**src/sv/apcs_pkg.sv**
```systemverilog
// Shared constants and types for the prologue and call scanner.
package apcs_pkg;

  localparam int OFFSET_BITS = 32;
  localparam int OFF_W = (OFFSET_BITS >= 32) ? 32 : OFFSET_BITS;
  localparam logic [OFF_W-1:0] OFF_MAX = {OFF_W{1'b1}};
  localparam logic [OFF_W-1:0] OFF_STEP = OFF_W'(4);
  localparam logic [OFF_W-1:0] OFF_SAT_AT = OFF_MAX - OFF_STEP;

  localparam int CFG_IDX_W = 8;
  localparam logic [CFG_IDX_W-1:0] CFG_BASE_ADDRESS = CFG_IDX_W'(0);
  localparam logic [CFG_IDX_W-1:0] CFG_CODE_SIZE    = CFG_IDX_W'(1);

  localparam logic [31:0] PRE_STP_MASK = 32'hFFC0_03FF;
  localparam logic [31:0] PRE_STP_VAL  = 32'hA980_03FF;
  localparam logic [31:0] SUB_SP_MASK  = 32'hFF00_03FF;
  localparam logic [31:0] SUB_SP_VAL   = 32'hD100_03FF;
  localparam logic [31:0] OFF_STP_MASK = 32'hFFC0_0000;
  localparam logic [31:0] OFF_STP_VAL  = 32'hA900_0000;
  localparam logic [31:0] BL_MASK      = 32'hFC00_0000;
  localparam logic [31:0] BL_VAL       = 32'h9400_0000;
  localparam logic [31:0] IMM26_MASK   = 32'h03FF_FFFF;
  localparam logic [31:0] IMM26_SIGN   = 32'h0200_0000;

  typedef struct packed {
    logic [OFF_W-1:0] byte_offset;
    logic             pending_sub;
    logic [OFF_W-1:0] sub_offset;
  } scan_state_t;

  typedef struct packed {
    logic        prologue_found;
    logic [31:0] prologue_offset;
    logic        call_found;
    logic [63:0] call_target;
    logic        sub_hit;
  } decode_res_t;

endpackage

```
**src/sv/arm64_prologue_and_call_scanner_unit.sv**
```systemverilog
// Top level: input register, word decode, scan state and result register.
// A transferred word is captured in the input register, then its decode result is registered in the result register.
// Throughput: one word per cycle while out_stall is low; the input and result
// registers advance together, so a full pipeline sustains a transfer every cycle.
// Reset (rst_n low, synchronous) clears both registers' valid flags, the
// scan offset and pending subtract, and sets base_address and code_size to 0.
module arm64_prologue_and_call_scanner_unit import apcs_pkg::*; (
  input  logic                 clk,
  input  logic                 rst_n,
  input  logic                 in_valid,
  output logic                 in_stall,
  input  logic [31:0]          in_insn_word,
  input  logic                 in_last_word,
  output logic                 out_valid,
  input  logic                 out_stall,
  output logic                 out_prologue_found,
  output logic [31:0]          out_prologue_offset,
  output logic                 out_call_found,
  output logic [63:0]          out_call_target,
  output logic                 out_end_of_scan,
  input  logic                 cfg_wr_en,
  input  logic [CFG_IDX_W-1:0] cfg_index,
  input  logic [63:0]          cfg_wdata
);

  logic        in_valid_r;
  logic [31:0] word_r;
  logic        last_r;
  logic        out_valid_r;
  logic [63:0] base_r;
  logic [31:0] size_r;
  scan_state_t st_r;
  scan_state_t st_nxt;
  decode_res_t dec;
  decode_res_t res_r;
  logic        eos_r;
  logic        out_adv;
  logic        in_adv;
  logic        fire;

  assign out_adv  = !out_valid_r || !out_stall;
  assign fire     = in_valid_r && out_adv;
  assign in_adv   = !in_valid_r || out_adv;
  assign in_stall = !in_adv;

  apcs_decode u_decode (
    .insn_word    (word_r),
    .last_word    (last_r),
    .st           (st_r),
    .base_address (base_r),
    .code_size    (size_r),
    .res          (dec)
  );

  always_comb begin
    st_nxt = st_r;
    st_nxt.pending_sub = dec.sub_hit;
    if (dec.sub_hit) begin
      st_nxt.sub_offset = st_r.byte_offset;
    end
    if (last_r) begin
      st_nxt = '0;
    end else if (st_r.byte_offset > OFF_SAT_AT) begin
      st_nxt.byte_offset = OFF_MAX;
    end else begin
      st_nxt.byte_offset = st_r.byte_offset + OFF_STEP;
    end
  end

  always_ff @(posedge clk) begin
    if (!rst_n) begin
      in_valid_r  <= 1'b0;
      out_valid_r <= 1'b0;
      st_r        <= '0;
      base_r      <= '0;
      size_r      <= '0;
    end else begin
      if (in_adv) begin
        in_valid_r <= in_valid;
      end
      if (out_adv) begin
        out_valid_r <= in_valid_r;
      end
      if (fire) begin
        st_r <= st_nxt;
      end
      if (cfg_wr_en) begin
        unique case (cfg_index)
          CFG_BASE_ADDRESS: base_r <= cfg_wdata;
          CFG_CODE_SIZE:    size_r <= cfg_wdata[31:0];
          default: ;
        endcase
      end
    end
  end

  always_ff @(posedge clk) begin
    if (in_adv) begin
      word_r <= in_insn_word;
      last_r <= in_last_word;
    end
    if (fire) begin
      res_r <= dec;
      eos_r <= last_r;
    end
  end

  assign out_valid           = out_valid_r;
  assign out_prologue_found  = res_r.prologue_found;
  assign out_prologue_offset = res_r.prologue_offset;
  assign out_call_found      = res_r.call_found;
  assign out_call_target     = res_r.call_target;
  assign out_end_of_scan     = eos_r;

endmodule

```
**src/sv/apcs_decode.sv**
```systemverilog
// Instruction word decode: prologue patterns and BL target bound check.
module apcs_decode import apcs_pkg::*; (
  input  logic [31:0]  insn_word,
  input  logic         last_word,
  input  scan_state_t  st,
  input  logic [63:0]  base_address,
  input  logic [31:0]  code_size,
  output decode_res_t  res
);

  logic        is_pre_stp;
  logic        is_off_stp;
  logic        is_sub_sp;
  logic        is_bl;
  logic [63:0] imm_ext;
  logic [63:0] diff;
  logic [63:0] target;
  logic        in_region;

  assign is_pre_stp = (insn_word & PRE_STP_MASK) == PRE_STP_VAL;
  assign is_off_stp = (insn_word & OFF_STP_MASK) == OFF_STP_VAL;
  assign is_sub_sp  = (insn_word & SUB_SP_MASK) == SUB_SP_VAL;
  assign is_bl      = (insn_word & BL_MASK) == BL_VAL;

  assign imm_ext = {{36{insn_word[25]}}, insn_word[25:0], 2'b00};
  assign diff    = 64'(st.byte_offset) + imm_ext;
  assign target  = base_address + diff;
  assign in_region = (target != 64'd0) && (target >= base_address) &&
                     (diff < {32'd0, code_size});

  always_comb begin
    res = '0;
    priority if (st.pending_sub && is_off_stp) begin
      res.prologue_found  = 1'b1;
      res.prologue_offset = 32'(st.sub_offset);
    end else if (is_pre_stp) begin
      res.prologue_found  = 1'b1;
      res.prologue_offset = 32'(st.byte_offset);
    end else begin
      res.prologue_found  = 1'b0;
    end
    if (is_bl && in_region) begin
      res.call_found  = 1'b1;
      res.call_target = target;
    end
    res.sub_hit = is_sub_sp && !last_word;
  end

endmodule

```
**config.mk**
```make
export PLATFORM = sky130hd
export DESIGN_NAME = arm64_prologue_and_call_scanner_unit
export DESIGN_NICKNAME = d
export VERILOG_FILES = /design/src/sv/apcs_pkg.sv /design/src/sv/arm64_prologue_and_call_scanner_unit.sv /design/src/sv/apcs_decode.sv
export SDC_FILE = /design/constraint.sdc
export NUM_CORES = 1
export LEC_CHECK = 0
export BUFFER_PORTS_ARGS = -buffer_cell sky130_fd_sc_hd__buf_2
export CAP_MARGIN = 20
export CORE_MARGIN = 3
export CORE_UTILIZATION = 40
export DETAILED_ROUTE_END_ITERATION = 8
export PLACE_DENSITY = 0.56
export RECOVER_POWER = 50
export SYNTH_ARGS = -nofsm -noshare
export SYNTH_HDL_FRONTEND = slang
export SYNTH_HIERARCHICAL = 1
export SYNTH_SLANG_ARGS = --single-unit
```
**constraint.sdc**
```tcl
create_clock -name clk -period 14.8 [get_ports clk]
set_input_delay 0.74 -clock clk [delete_from_list [all_inputs] [get_ports clk]]
set_output_delay 0.74 -clock clk [all_outputs]
set_load 0.02 [all_outputs]
```
==> metrics.md <==
| Metric | Value |
|---|---|
| Outcome | finished with violations |
| Failing checks | capacitance limit, slew limit |
| Util after Layout | 46.02% |
| # hold bufs at CTS | 0 |
| Sequential-to-total area share from yosys stat | 35.92% |
| R2r worst-path depth | 32 |
| H-Tree Depth | 2 |
| Final ANT Viol Nets | 0 |
| Remaining Overflow, GRT | 0 |
| Average cell area after synthesis | 8.644 sq um |
| Critical Path RT | 15120 ps |
| Die Y | 229.7 microns |
| Detailed Route WL | 64780 microns |
| Final hold vios | 0 |
| Peak Freq | 103.0 MHz |
| Crit share post-route | 65.57% |
| Initial drt markers | 1158 |
| Hold Path Class | primary input to flip-flop |
| Number of setup violations in the final report | 0 |
| Tmin final | 9704 ps |
| CP arrival | 10020 ps |
| Post-Route Skew | 27.70 ps |
| CTS Buf Count | 36 |
| Yosys top cell area share | 19.81% |
| Die area | 52750 sq um |
| LEAKAGE | 0.008776 uW |
| Post-CTS sizing | 0 |
| Cell area after synthesis | 20010 sq um |
| Worst Path Buf+Inv | 2 |
| Startpoint types | flip-flop |
| Crit path largest cell delay | 720 ps |
| Relative slew margins | -195.8% |
| Critical path depth | 32 |
| I/O Buffers | 210 |
| Number of synthesized flops with an enable pin | 132 |
| Slew Limit Fails | 250 |
| Area delta synth->final | 13.03% |
| Global-route wire length before repair | 99690 microns |
| CTS tree | done |
| Critical path's top delay family | compound AO/OA/AOI/OAI gates |
| Crit-path max FO | 59 |
| Setup TNS | 0 ps |
| Die Width | 229.7 microns |
| CP max-delay cell | a21boi_0 |
| Gpl congestion | 0.9361 |
| Drt drc | 0 |
| Vias in the first global route | 17.43k |
| Nets@finish | 2782 |
| Share of cells above drive strength 1 | 8.909% |
| Fill cells | 4880 |
| Clock Pin Slew Worst Setup and Hold Paths | 60 ps |
| Peak supply drop | 0.07047 mV |
| Setup bufs post-CTS | 0 |
| Clock insertion delay at the later pin of the skew report | 570 ps |
| Async SR Flop Fraction | 0% |
| Cell accounting for the most synthesized area | edfxtp_1 |
| Yosys reg bits | 293 |
| Cells after synthesis | 2315 |
| Warnings, synthesis | 6 |
| Critical path type | flip-flop to flip-flop |
| RSZ-0062 raised after global routing | false |
| Core box area | 49150 sq um |
| I/O pins | 211 |
| Setup crit end kind | flip-flop |
| Starting Density | 40.71% |
| Hpwl dp | 50230 microns |
| Max Cap Viol | 4 |
| Synth top area cells | edfxtp_1 20%, dfxtp_1 16%, ha_1 12%, nand2_1 5.6%, a21oi_1 3.9% |
| Rows | 81 |
| WHS Path Cells | 1 |
| Initial antenna violation count | 1 |
| Total global routing track utilization | 23.98% |
| Syn nets | 2618 |
| Pwr dens | 87.52 nW/um^2 |
| Largest net degree at the start of global routing | 91 |
| Netlist cell types | 97 |
| CTS Sinks | 293 |
| Length of the first detailed-routing pass in iterations | 5 |
| Ys flop type | dfxtp_1 |
| WL per Instance | 20.45 microns |
| Via count | 17.78k |
| Clk buf depth | 3 |
| Vias/cell | 5.612 |
| Worst slew pin tran | 4437 ps |
| Root Buffer | clkbuf_16 |
==> stage by stage <==
step	power, uW	setup slack (ps)	hold slack (ps)	cell area [sq um]	std cells
6_report	1979	5096	344.7	22620	3168
5_1_grt	2063	4415	316.1	22620	3168
4_1_cts	2008	5075	313.9	22760	3167
3_5_place_dp	1098	5125	460.4	21590	3105
3_3_place_gp	1096	5182	456.6	21590	3105
2_1_floorplan	1019	6997	443.5	20010	2315
==> state kept, by name (all words and copies together), names as in the netlist <==
name and flops:
st_r 63, out_call_found 1, base_r 64, in_valid_r 1
out_call_target 64, out_end_of_scan 1, last_r 1, word_r 32
size_r 32, out_valid 1, out_prologue_found 1, out_prologue_offset 32
==> final cells by class <==
cell class                      instances  area (sq um)  area share [%]
Antenna cell                            1         2.502         0.01106
Sequential cell                       293          7187           31.78
Multi-Input combinational cell       1728         11650           51.52
Timing Repair Buffer                  228          1046           4.625
Tap cell                              664         830.8           3.673
Inverter                              192         721.9           3.192
Clock buffer                           47         972.2           4.298
Clock inverter                         15         203.9          0.9017
==> kinds of logic after synthesis <==
group	count (synthesis)	synth area share (%)
AND/OR/NAND/NOR	785	19.02
AO/OA/AOI/OAI	661	22.92
buffers and inverters	294	6.015
flip-flops	293	35.92
adder cells (fa/ha/maj)	193	12.14
XOR/XNOR	79	3.458
multiplexers	10	0.5252
==> report_power, final <==
group / total [uW] / internal (uW) / switching (uW)
clock network: 898 / 535 / 363
logic: 212 / 74.1 / 138
registers: 870 / 861 / 9.11
total: 1980 / 1470 / 509
==> Yosys cell counts (32+ instances only) <==
cell type and count:
nand2_1 299, ha_1 191, inv_1 191, nor2_1 165, dfxtp_1 161, a21oi_1 156, edfxtp_1 132, a21boi_0 103
o21ai_0 92, clkbuf_1 72, a21o_1 58, nand4_1 56, nor2b_1 54, xnor2_1 46, nand3_1 42, nor3_1 37
a22o_1 34, xor2_1 33, a22oi_1 32
==> worst reg2reg max path: cells and delay by family (launching register included) <==
kind / cells / cell delay (ps)
xor+xnor: 2 / 510
simple gates: 7 / 1370
flops: 1 / 480
compound gates: 17 / 5070
fa+ha+maj: 4 / 1360
buf+inv: 2 / 670
==> layout by cell type (no fill, tap or decap), types with 58 or more instances in the layout <==
cell | netlist | layout
nor2_1 | 165 | 162
buf_2 | 20 | 104
dfxtp_1 | 161 | 161
clkbuf_1 | 72 | 116
a21oi_1 | 156 | 156
ha_1 | 191 | 191
a21boi_0 | 103 | 103
a21o_1 | 58 | 58
edfxtp_1 | 132 | 132
nand2_1 | 299 | 299
o21ai_0 | 92 | 91
inv_1 | 191 | 191
==> path summary, 6_finish.rpt <==
check	startpoint	endpoint	slack, ps
max	st_r[35]$_SDFFE_PN0P_	out_call_target[15]$_DFFE_PP_	5100
min	in_insn_word[15]	word_r[15]$_DFFE_PN_	340
max reg2reg	st_r[35]$_SDFFE_PN0P_	out_call_target[15]$_DFFE_PP_	5100
min reg2reg	size_r[24]$_SDFFE_PN0P_	size_r[24]$_SDFFE_PN0P_	470
==> metal layers <==
layer	up-vias	routed length, microns	track usage (%)
li1	8685	-	-
met1	8483	28370	31.01
met2	496	30570	40.17
met3	115	3569	4.435
met4	0	2265	8.490
met5	-	0	0
Note: power is estimated with default switching activity, not from simulation.
